## src/rtl/pndf_pkg.sv

```systemverilog
// shared types and constants for the pareto non-dominated filter
// no dependencies; used by every module under rtl
`default_nettype none

package pndf_pkg;

	localparam int unsigned POP_MAX    = 64;
	localparam int unsigned MAX_OBJ    = 8;
	localparam int unsigned VALUE_BITS = 32;
	localparam int unsigned ADDR_W     = $clog2(POP_MAX);
	localparam int unsigned CNT_W      = $clog2(POP_MAX + 1);
	localparam int unsigned IDX_W      = 6;
	localparam int unsigned NOBJ_W     = 4;
	localparam logic [NOBJ_W-1:0] NOBJ_RESET = 4'd3;

	typedef struct packed {
		logic signed [31:0] obj_0;
		logic signed [31:0] obj_1;
		logic signed [31:0] obj_2;
		logic signed [31:0] obj_3;
		logic signed [31:0] obj_4;
		logic signed [31:0] obj_5;
		logic signed [31:0] obj_6;
		logic signed [31:0] obj_7;
		logic [31:0]        tag;
		logic               last_point;
	} point_t;

	typedef struct packed {
		logic [IDX_W-1:0]   point_index;
		logic signed [31:0] out_obj_0;
		logic signed [31:0] out_obj_1;
		logic signed [31:0] out_obj_2;
		logic signed [31:0] out_obj_3;
		logic signed [31:0] out_obj_4;
		logic signed [31:0] out_obj_5;
		logic signed [31:0] out_obj_6;
		logic signed [31:0] out_obj_7;
		logic [31:0]        out_tag;
		logic               last_result;
	} result_t;

	// one stored point: all objectives plus its tag
	typedef struct packed {
		logic [MAX_OBJ-1:0][VALUE_BITS-1:0] obj;
		logic [31:0]                        tag;
	} entry_t;

	typedef struct packed {
		logic              wr_en;
		logic [ADDR_W-1:0] wr_addr;
		logic              rd_en;
		logic [ADDR_W-1:0] rd_addr;
	} store_req_t;

	typedef enum logic [2:0] {
		S_IDLE,
		S_LOAD_I,
		S_SWEEP,
		S_DRAIN,
		S_EMIT,
		S_FLUSH
	} state_t;

endpackage

`default_nettype wire

```

## src/rtl/pndf_dom_cmp.sv

```systemverilog
// dominance test: one lane per objective, signed compare, minimization
// depends on pndf_pkg
`default_nettype none

module pndf_dom_cmp (
	input  wire pndf_pkg::entry_t           cand,
	input  wire pndf_pkg::entry_t           ref_pt,
	input  wire logic [pndf_pkg::NOBJ_W-1:0] n_obj,
	output logic                            dom
);

	localparam int unsigned NW = pndf_pkg::NOBJ_W;

	logic [pndf_pkg::MAX_OBJ-1:0] le;
	logic [pndf_pkg::MAX_OBJ-1:0] lt;

	always_comb begin
		for (int k = 0; k < pndf_pkg::MAX_OBJ; k++) begin
			if (NW'(k) < n_obj) begin
				le[k] = $signed(cand.obj[k]) <= $signed(ref_pt.obj[k]);
				lt[k] = $signed(cand.obj[k]) <  $signed(ref_pt.obj[k]);
			end else begin
				le[k] = 1'b1;
				lt[k] = 1'b0;
			end
		end
	end

	assign dom = (&le) && (|lt);

endmodule

`default_nettype wire
```

## config.mk

```make
export PLATFORM = sky130hd
export DESIGN_NAME = pndf_dom_cmp
export DESIGN_NICKNAME = d
export VERILOG_FILES = /design/src/rtl/pndf_pkg.sv /design/src/rtl/pndf_dom_cmp.sv
export SDC_FILE = /design/constraint.sdc
export NUM_CORES = 1
export LEC_CHECK = 0
export BUFFER_PORTS_ARGS = -buffer_cell sky130_fd_sc_hd__buf_2
export CORE_AREA = 5 5 224 226
export DETAILED_ROUTE_END_ITERATION = 10
export DIE_AREA = 0 0 229 231
export PLACE_DENSITY = 0.34
export SYNTH_ARGS = -nofsm -noshare
export SYNTH_HDL_FRONTEND = slang
export SYNTH_SLANG_ARGS = --single-unit
```

## constraint.sdc

```tcl
create_clock -name vclk -period 2.7
set_input_delay 0.405 -clock vclk [all_inputs]
set_output_delay 0.405 -clock vclk [all_outputs]
set_load 0.03 [all_outputs]
```

Word-level counts from Yosys, hierarchy flattened
Cells that the tools add are included.
{"block": "op_classes", "order_cmp": 24, "muxes": 16, "reduce_logical": 3}
{"operator": "$le 32x32->1", "n": 8}
{"operator": "$lt 32x32->1", "n": 8}
{"operator": "$lt 3x4->1 const A", "n": 4}
{"operator": "$mux 1", "n": 16}
{"operator": "$lt 1x4->1 const A", "n": 2}
{"operator": "$lt 2x4->1 const A", "n": 2}
{"operator": "$reduce_and 8->1", "n": 1}
{"operator": "$reduce_or 8->1", "n": 1}
{"operator": "$logic_and 1x1->1", "n": 1}
{"block": "totals", "input_bits": 580, "out_inout_bits": 1, "wordCells": 43, "regBits": 0}

Logic depth before layout (Yosys ltp)
Gate-level depths: netlist of run 1.
{"block": "logic_depth", "depth_word": 4, "ltp_mapped": 11, "ltp_nobuf": 11}

Least setup slack after synthesis of run 1
Ideal clock, no wire load.
{"block": "synth_timing", "path_type": "input-to-output", "from": "input port ref_pt[37] (netlist bit)", "to": "output port dom", "cell_stages": 11, "n_path_buf": 0, "setup_slack_ns": -0.332, "arrival_ns": 2.627, "t_required_ns": 2.295, "cell_sequence": "inv_1 -> ha_1 -> a21oi_1 -> o21ai_1 -> a221o_1 -> o31a_1 -> nor4_2 -> xnor2_1 -> o22ai_1 -> a2111oi_2 -> o211a_1"}
{"block": "synth_via", "elab_chain_cells": 4, "word_cells_on_any_way": 7, "classes_between": "order compare: 2; mux: 2; reduce/logical: 3"}
{"element": "start: declaration", "line": "pndf_dom_cmp.sv:7", "rtl": "input wire pndf_pkg::entry_t ref_pt,"}
{"element": "$le 32x32->1 / $lt 32x32->1 (equally long branches)", "line": "pndf_dom_cmp.sv:20, pndf_dom_cmp.sv:21"}
{"element": "$mux 1", "line": "pndf_dom_cmp.sv:19", "rtl": "if (NW'(k) < n_obj) begin"}
{"element": "$reduce_and 8->1 / $reduce_or 8->1 (equally long branches)", "line": "pndf_dom_cmp.sv:29", "rtl": "assign dom = (&le) && (|lt);"}
{"element": "$logic_and 1x1->1 (*)", "line": "pndf_dom_cmp.sv:29"}
{"element": "end: declaration", "line": "pndf_dom_cmp.sv:9", "rtl": "output logic dom"}
Mark *: on every way between the ends. The rest lies on a longest branch, timed or not.

Worst setup path after layout of run 1
{"block": "layout_timing", "from": "input port cand[207] (netlist bit)", "to": "output port dom"}
{"block": "layout_via", "elab_chain_cells": 4, "word_cells_on_any_way": 7, "classes_between": "order compare: 2; mux: 2; reduce/logical: 3"}
{"element": "start: declaration", "line": "pndf_dom_cmp.sv:6", "rtl": "input wire pndf_pkg::entry_t cand,"}
{"element": "$le 32x32->1 / $lt 32x32->1 (equally long branches)", "line": "pndf_dom_cmp.sv:20, pndf_dom_cmp.sv:21"}
{"element": "$mux 1", "line": "pndf_dom_cmp.sv:19"}
{"element": "$reduce_and 8->1 / $reduce_or 8->1 (equally long branches)", "line": "pndf_dom_cmp.sv:29"}
{"element": "$logic_and 1x1->1 (*)", "line": "pndf_dom_cmp.sv:29"}
Marked as above.

==> results of run 1 <==
area by class of cell:
cell class	instances	area, µm²	area share, %
repair buffers	615	3370	29.2
well taps	622	778	6.74
diodes	9	22.5	0.195
inverters	260	1010	8.76
multi-input cells	677	6360	55.1
cell usage after synthesis, types with 2 or more instances:
cell	instances
a221oi_1	6
o22ai_1	5
mux2i_1	3
nand4_1	49
a21boi_1	2
and4_1	4
a2111oi_0	2
nor2b_1	10
xnor2_1	2
o21a_1	5
o211ai_1	10
o31a_1	2
a2111o_1	2
ha_1	256
inv_1	260
a31oi_1	6
nand2_1	56
nand3_1	22
nand2b_1	6
or3_1	3
o21ai_1	7
a21o_1	21
a2111oi_2	2
a211oi_1	4
nor2_1	24
nor3_1	3
a221o_1	3
nor4_1	10
a21oi_1	106
or4_1	3
o21ai_0	22
power by group through the flow:
stage | Sequential, mW | Combinational (mW) | Clock (mW)
floorplan | 0 | 0.738 | 0
global placement | 0 | 1.57 | 0
detailed placement | 0 | 1.58 | 0
CTS | 0 | 1.69 | 0
global route | 0 | 1.92 | 0.000000347
finish | 0 | 1.67 | 0.000000447
metal layers:
layer  vias to the layer above  GRT usage (%)  part of all wire [%]
met5                         -              0                  0.12
met4                         6           1.17                  0.57
met1                      3752           14.5                    42
met2                       298           23.8                    51
met3                        18           2.75                   6.3
li1                       4522              -                     -
worst paths after layout:
kind  startpoint  end  slack, ns  depth (start not counted)
max    cand[207]  dom      -0.64                         13
min     n_obj[0]  dom       1.54                          5
through the flow:
stage	hold WS [ns]	std cells	worst slack, ns
final	1.54	2183	-0.640
after CTS	1.55	2174	-0.664
after global placement	1.61	2167	-1.14
after detailed placement	1.60	2167	-1.14
after global routing	1.60	2181	-0.797
after floorplan	1.24	938	-0.217
cells in the final DEF (no fill, tap or decap), types with 4 or more instances in the layout:
cell / n
a211oi_1: 4
a21o_1: 21
a21oi_1: 95
a21oi_2: 9
a31oi_1: 4
and4_1: 4
buf_2: 510
buf_4: 98
buf_6: 7
diode_2: 9
ha_1: 220
ha_4: 36
inv_1: 233
inv_2: 17
inv_4: 9
nand2_1: 56
nand2b_1: 6
nand3_1: 22
nand4_1: 49
nor2_1: 24
nor2b_1: 10
nor4_1: 4
nor4_2: 6
o211ai_1: 10
o21a_1: 5
o21ai_0: 18
o21ai_1: 10
logic make-up (layout without fill, tap and decap cells):
kind of cell / count (synthesis) / after routing / share of synthesized area [%]
muxes: 4 / 4 / 0.621
xor gates and xnor gates: 3 / 3 / 0.396
other: 0 / 9 / 0
and+or+nand+nor: 199 / 199 / 16.2
buffers and inverters: 261 / 875 / 14.7
AOI/OAI and AO/OA: 215 / 215 / 19.8
adders and majority gates: 256 / 256 / 48.2
timing repair:
item | in CTS | in global routing
setup endpoints to repair | 1 | 1
resized for setup | 76 | 12
pin swaps | 38 | 9
setup buffers | 7 | 0
==> flow_summary_export.csv, run 1 <==
group,metric,value,unit
worst_setup_path,path_class,"input pin to output port",
worst_setup_path,crit_path_end_kind,"output port",
hold_path,hp-class,"input pin to output port",
pwr,swShare,46.8,%
route,drc,0,
cts,cts_hold_buf,0,
worst_setup_path,timing.critical_path.mode_cell,"buf_4",
timing,hold_viol_final,0,
global_route,grt.total_usage,12.4,%
synthesis,yosysUniqueCellTypes,53,
route,routedWlPerCell,16.0,µm
place,place.gp.congestion,0.863,
timing,worst_slack,-0.640,ns
timing,finalSetupViolCount,1,
synthesis,syn_area,6640,µm²
worst_setup_path,crit_path_max_incr_delay,0.39,ns
cells_and_area,clock_buffers,0,
cells_and_area,drive_above_1_share,46.5,%
cells_and_area,final_nets,2390,
route,ant_nets,0,
synthesis,yosysTopAreaCellShare,48.2,%
synthesis,syn_nets,1774,
synthesis,yosysTopAreaCell,"ha_1",
synthesis,netlist_instances,938,
worst_setup_path,worstSetupStartpointType,"input pin",
place,port-buffer-count,517,
global_route,grt_start_max_net_pins,9,
pwr,vdd_drop_max,0.0455,mV
floorplanning,dieHeight,231,µm
cells_and_area,fill_cells,5446,
timing,final_max_slew_viol_count,0,
pwr,p_switching,781,µW
synthesis,synth.area.top_cells,"ha_1, inv_1, a21oi_1",
pwr,leakage,6.72,nW
worst_setup_path,cp_max_fo,2,
timing,rsz0062_at_grt,"yes",
floorplanning,core_area,48100,µm²
cells_and_area,seq_cell_count,0,
cells_and_area,final_area,11500,µm²
route,vias_per_cell,3.94,
floorplanning,io_pins,581,
place,hpwl,33700,µm
route,routed_wirelength,34900,µm
global_route,grt_pass1_wl,52100,µm
worst_setup_path,cp.required,2.30,ns
floorplanning,dieWidth,229,µm
timing,finalCritPeriodShare,124,%
cells_and_area,area_growth,73.7,%
pwr,p_int,888,µW
cells_and_area,final_core_util,24.0,%
synthesis,synth.avg_cell_area,7.08,µm²
pwr,seq_power_share,0,%
global_route,overflow,0,
worst_setup_path,arrival,2.94,ns
timing,fin_tns_setup,-0.640,ns
status,violations,"negative setup slack",
cells_and_area,register_area,0,µm²
timing,tightest_slew,0.505,ns
floorplanning,fp.dieArea,52900,µm²
floorplanning,initial_core_util,13.8,%
place,place_area,11000,µm²
timing,fin_crit,3.34,ns
timing,max-slew-margin-rel,66.2,%
route,vias,8596,
pwr,clkPwrFrac,0,%
worst_setup_path,timing.critical_path.buf_inv,4,
global_route,antenna_found_initial,12,
route,first_iter_violations,150,
pwr,power.density,145,nW/µm²
run,cap_viol_max_count,0,
status,outcome,"finished with violations",
worst_setup_path,cp_slowest_cell,"or3_4",
synthesis,synth_warnings,0,
worst_setup_path,crit_family,"compound AO/OA/AOI/OAI gates",
floorplanning,rows,81,
pwr,pwr-share-comb,100.0,%
synthesis,ys_seq_area_share,0,%
timing,fmax,299,MHz
route,firstDrtPassIters,5,
pwr,power,1.67,mW
worst_setup_path,crit_chain,"buf_2 > ha_4 > nand4_1 > buf_4 > nor2_1 > a221o_1 > or3_4 > a21oi_4 > xor2_4 > buf_4 > a2111oi_4 > o211a_1 > buf_6",
global_route,grt_pass1_vias,9312,
Note: power is estimated with default switching activity, not from simulation.
==> run 2, diff against run 1 <==
- CORE_AREA: 5 5 224 226 -> 5 5 226 228
- DIE_AREA: 0 0 229 231 -> 0 0 231 233
==> run 2 against run 1 <==
Net effect:
- the run still ends with negative setup slack left
- highest routed layer unchanged
- count of clock-buffer cells in the layout unchanged
- final cell count decreased by 0.87%
- power decreased by 3.7%
- combinational power decreased by 4%
- die area increased by 1.7%
- worst setup slack improved by 0.039 ns
- sequential share of layout area unchanged
- global-route usage decreased by 0.49 points
- maximum frequency increased by 1.2%
- cell area decreased by 1.9%
- non-clock buffer count decreased by 12
==> flow_summary_export.csv, run 2 (synthesis results as in run 1) <==
group,metric,value,unit
global_route,overflow,0,
cells_and_area,multi_input_area,6210,µm²
cells_and_area,fill_cells,5540,
route,first_iter_violations,146,
floorplanning,rows,81,
cells_and_area,final_core_util,23.3,%
status,violations,"negative setup slack",
run,cap_viol_max_count,0,
place,place.gp.congestion,0.832,
worst_setup_path,crit_path_max_incr_delay,0.36,ns
pwr,p_switching,757,µW
timing,rsz0062_at_grt,"yes",
worst_setup_path,cp_slowest_cell,"o311a_1",
pwr,power.density,142,nW/µm²
cells_and_area,seq_cell_count,0,
cells_and_area,drive_above_1_share,44.7,%
pwr,clkPwrFrac,0,%
place,dpl_worst_slack,-1.10,ns
cells_and_area,final_nets,2378,
global_route,grt_pass1_wl,50700,µm
global_route,grt_start_max_net_pins,11,
route,firstDrtPassIters,6,
cts,cts_hold_buf,0,
cells_and_area,clock_buffers,0,
route,routedWlPerCell,15.9,µm
pwr,vdd_drop_max,0.0449,mV
hold_path,hp-class,"input pin to output port",
floorplanning,initial_core_util,13.7,%
route,vias_per_cell,3.93,
cells_and_area,register_area,0,µm²
cells_and_area,area_growth,70.4,%
timing,fin_crit,3.30,ns
floorplanning,io_pins,581,
worst_setup_path,worstSetupStartpointType,"input pin",
place,place_area,10900,µm²
pwr,seq_power_share,0,%
worst_setup_path,path_class,"input pin to output port",
worst_setup_path,crit_path_end_kind,"output port",
global_route,antenna_found_initial,7,
floorplanning,dieWidth,231,µm
timing,max-slew-margin-rel,73.1,%
timing,finalSetupViolCount,1,
hold_path,holdPathStages,5,
timing,worst_slack,-0.601,ns
worst_setup_path,cp.required,2.30,ns
global_route,grt_pass1_vias,9267,
worst_setup_path,arrival,2.90,ns
pwr,p_int,850,µW
status,outcome,"finished with violations",
timing,hold_viol_final,0,
place,hpwl,33200,µm
pwr,leakage,6.70,nW
timing,finalCritPeriodShare,122,%
timing,tightest_slew,0.393,ns
global_route,grt.total_usage,11.9,%
worst_setup_path,cp_max_fo,2,
cells_and_area,final_common_cell,"buf_2",
worst_setup_path,timing.critical_path.buf_inv,2,
cells_and_area,layoutNonFillerInstCount,2164,
floorplanning,fp.dieArea,53800,µm²
cells_and_area,final_area,11300,µm²
worst_setup_path,crit_family,"compound AO/OA/AOI/OAI gates",
floorplanning,dieHeight,233,µm
cells_and_area,final_cell_mix,"buf_2, inv_1, ha_1",
pwr,pwr-share-comb,100.0,%
worst_setup_path,crit_chain,"buf_2 > ha_1 > nand4_1 > nor2_1 > a221o_1 > o311a_1 > nor4_4 > mux2i_1 > o22ai_2 > o211ai_1 > o211a_1 > buf_6",
timing,fmax,303,MHz
route,vias,8503,
hold_path,min_from,"n_obj[0]",
route,ant_nets,0,
route,drc,0,
pwr,swShare,47.1,%
timing,final_max_slew_viol_count,0,
place,port-buffer-count,517,
hold_path,hold-path-endpoint,"dom",
floorplanning,core_area,48600,µm²
route,routed_wirelength,34300,µm
place,dp_cells,2156,
## run 2: changes by cell type in the layout (fill, tap and decap cells not counted), moves of 4 or more
| cell | previous run | this run |
|---|---|---|
| buf_4 | 98 | 86 |
| ha_1 | 220 | 229 |
| ha_4 | 36 | 27 |
| inv_1 | 233 | 241 |
| buf_2 | 510 | 503 |
| buf_6 | 7 | 14 |
| diode_2 | 9 | 2 |
| inv_2 | 17 | 11 |
| nor4_2 | 6 | 2 |
## run 2: how the worst max path moves through the flow
stage,from,to,slack [ns],cells after the start
2_1_floorplan,ref_pt[137],dom,-0.22,10
3_3_place_gp,ref_pt[44],dom,-1.12,14
3_5_place_dp,ref_pt[44],dom,-1.10,14
4_1_cts,ref_pt[37],dom,-0.71,13
5_1_grt,ref_pt[40],dom,-0.75,14
6_report,cand[79],dom,-0.60,12
## run 2: cell type report
type                            count  share of cell area [%]
Tap cell                          622                    6.87
Timing Repair Buffer              603                    29.3
Inverter                          260                    8.89
Antenna cell                        2                  0.0442
Multi-Input combinational cell    677                    54.9
## run 2: timing repair
action,CTS,global route
setup buffers,3,5
setup endpoints to repair,1,1
gates resized for setup,26,44
pin swaps,21,33
## run 2: tightest hold or removal path, delay by kind of cell
family,cells,cell delay (ns)
buffers and inverters,2,0.33
AOI/OAI and AO/OA,3,0.34
## run 2: power groups by stage
stage / clock network [mW] / registers, mW / logic, mW
6_report: 0.0000000990 / 0 / 1.61
2_1_floorplan: 0 / 0 / 0.738
3_5_place_dp: 0 / 0 / 1.54
3_3_place_gp: 0 / 0 / 1.54
5_1_grt: 0.0000000495 / 0 / 1.85
4_1_cts: 0 / 0 / 1.59
## run 2: per-layer routing
metal / track usage, % / routed length [µm] / up-vias / part of all wire [%]
met3: 2.78 / 2630 / 22 / 7.7
li1: - / - / 4494 / -
met4: 0.836 / 301 / 8 / 0.88
met2: 23.2 / 17500 / 296 / 51
met1: 13.7 / 13900 / 3683 / 40
met5: 0 / 55 / - / 0.16
## run 2: stage by stage
step                      TNS (ns)  power [mW]  hold slack, ns
after floorplan             -0.217       0.738            1.24
after global placement       -1.12        1.54            1.57
after detailed placement     -1.10        1.54            1.58
after CTS                   -0.713        1.59            1.51
after global routing        -0.747        1.85            1.57
final                       -0.601        1.61            1.49
==> run 3, diff against run 2 <==
- GPL_TIMING_DRIVEN: unset -> 0
- RECOVER_POWER: unset -> 25
==> run 3 against run 2 <==
Net effect:
- first-iteration DRC count rose by 8.2%
- maximum frequency fell by 0.95%
- cell area fell by 4.0%
- via count fell by 3.6%
- largest power group unchanged
- global-route usage fell by 0.27 points
- the run still ends with negative setup slack left
- non-clock buffer count fell by 76
==> flow_summary_export.csv, run 3 (synthesis results as in run 1) <==
group,metric,value,unit
run,cap_viol_max_count,0,
global_route,grt_pass1_vias,8890,
worst_setup_path,cp_max_fo,3,
cells_and_area,drive_above_1_share,43.2,%
pwr,power,1.51,mW
timing,rsz0062_at_grt,"yes",
worst_setup_path,path_class,"input pin to output port",
timing,finalSetupViolCount,1,
cells_and_area,final_nets,2302,
worst_setup_path,worstSetupStartpointType,"input pin",
hold_path,holdPathStages,5,
floorplanning,dieHeight,233,µm
place,port-buffer-count,516,
timing,fmax,300,MHz
route,drc,0,
hold_path,hold-path-endpoint,"dom",
worst_setup_path,crit_chain,"buf_6 > inv_4 > ha_4 > a21oi_2 > nand2_1 > a221o_1 > o311a_1 > nor4_4 > mux2i_2 > o22ai_1 > o211ai_1 > o211a_1 > buf_6",
worst_setup_path,crit_start,"ref_pt[78]",
floorplanning,fp.dieArea,53800,µm²
global_route,grt_start_max_net_pins,11,
cells_and_area,clock_buffers,0,
worst_setup_path,crit_path_end_kind,"output port",
pwr,leakage,6.33,nW
route,vias,8201,
pwr,power.density,139,nW/µm²
floorplanning,rows,81,
route,routedWlPerCell,16.1,µm
timing,fin_tns_setup,-0.633,ns
route,vias_per_cell,3.93,
route,ant_nets,0,
global_route,antenna_found_initial,9,
floorplanning,core_area,48600,µm²
cells_and_area,final_common_cell,"buf_2",
timing,max-slew-margin-rel,55.9,%
place,place.gp.congestion,0.830,
worst_setup_path,crit_family,"compound AO/OA/AOI/OAI gates",
timing,tightest_slew,0.655,ns
worst_setup_path,cp.required,2.30,ns
cells_and_area,seq_cell_count,0,
cts,cts_hold_buf,0,
status,outcome,"finished with violations",
cells_and_area,area_growth,63.6,%
hold_path,min_from,"n_obj[0]",
route,firstDrtPassIters,4,
place,hpwl,32100,µm
global_route,grt_pass1_wl,49500,µm
hold_path,hp-class,"input pin to output port",
timing,hold_viol_final,0,
cells_and_area,register_area,0,µm²
floorplanning,dieWidth,231,µm
timing,finalCritPeriodShare,123,%
global_route,overflow,0,
route,routed_wirelength,33600,µm
global_route,grt.total_usage,11.6,%
worst_setup_path,timing.critical_path.mode_cell,"buf_6",
route,first_iter_violations,158,
timing,final_max_slew_viol_count,0,
floorplanning,io_pins,581,
timing,fin_crit,3.33,ns
place,dpl_worst_slack,-1.17,ns
pwr,vdd_drop_max,0.0452,mV
cells_and_area,final_cell_mix,"buf_2, inv_1, ha_1",
worst_setup_path,cp_slowest_cell,"nor4_4",
status,violations,"negative setup slack",
worst_setup_path,crit_path_max_incr_delay,0.38,ns
timing,worst_slack,-0.633,ns
timing,holdWs,1.53,ns
worst_setup_path,timing.critical_path.buf_inv,3,
floorplanning,initial_core_util,13.7,%
worst_setup_path,arrival,2.93,ns
## run 3: cell count changes in the layout (fill, tap and decap cells not counted), moves of 3 or more
cell,before,now
buf_4,86,11
buf_6,14,11
ha_1,229,219
ha_4,27,37
inv_1,241,233
inv_2,11,16
inv_4,7,10
## run 3: power by group
part	total [mW]	internal, mW	switching (mW)
clock	0.000000149	0.000000149	0
combinational	1.51	0.772	0.740
sequential	0	0	0
total	1.51	0.772	0.740
## run 3: area by class of cell
type	instances	area [µm²]
Antenna cell	3	7.51
Buffer	1	3.75
Fill cell	5528	37800
Inverter	260	1010
Multi-Input combinational cell	677	6340
Tap cell	622	778
Timing Repair Buffer	526	2730
## run 3: timing repair
| action | 4_1_cts | 5_1_grt |
|---|---|---|
| resized for setup | 87 | 3 |
| gates cloned | 0 | 0 |
| pin swaps | 52 | 10 |
| setup buffers | 10 | 0 |
| endpoints found under the setup margin | 1 | 1 |
## run 3: how the worst max path moves through the flow
| stage | end | slack (ns) | cells past startpoint |
|---|---|---|---|
| 6_report | dom | -0.63 | 13 |
| 5_1_grt | dom | -0.85 | 12 |
| 2_1_floorplan | dom | -0.22 | 10 |
| 4_1_cts | dom | -0.71 | 13 |
| 3_5_place_dp | dom | -1.17 | 13 |
| 3_3_place_gp | dom | -1.17 | 13 |
## run 3: worst min-delay path, stage by stage
cell and delay, ns:
buf_2 0.15, o22ai_1 0.10, o211ai_1 0.09, o211a_1 0.21, buf_6 0.15
## run 3: routing by layer
layer  routed length [µm]  track usage, %  up-vias
met1                13500            13.3     3555
met3                 2550            2.97       16
met4                  116           0.576       10
li1                     -               -     4342
met2                17400            22.8      278
met5                   49               0        -
## run 3: metrics by stage
step / cell area, µm² / std cells / utilization [%]
final: 10900 / 2089 / 22.3
after global routing: 10900 / 2088 / 22.3
after CTS: 10800 / 2086 / 22.3
after detailed placement: 10300 / 2076 / 21.1
after global placement: 10300 / 2076 / 21.1
after floorplan: 6910 / 938 / -
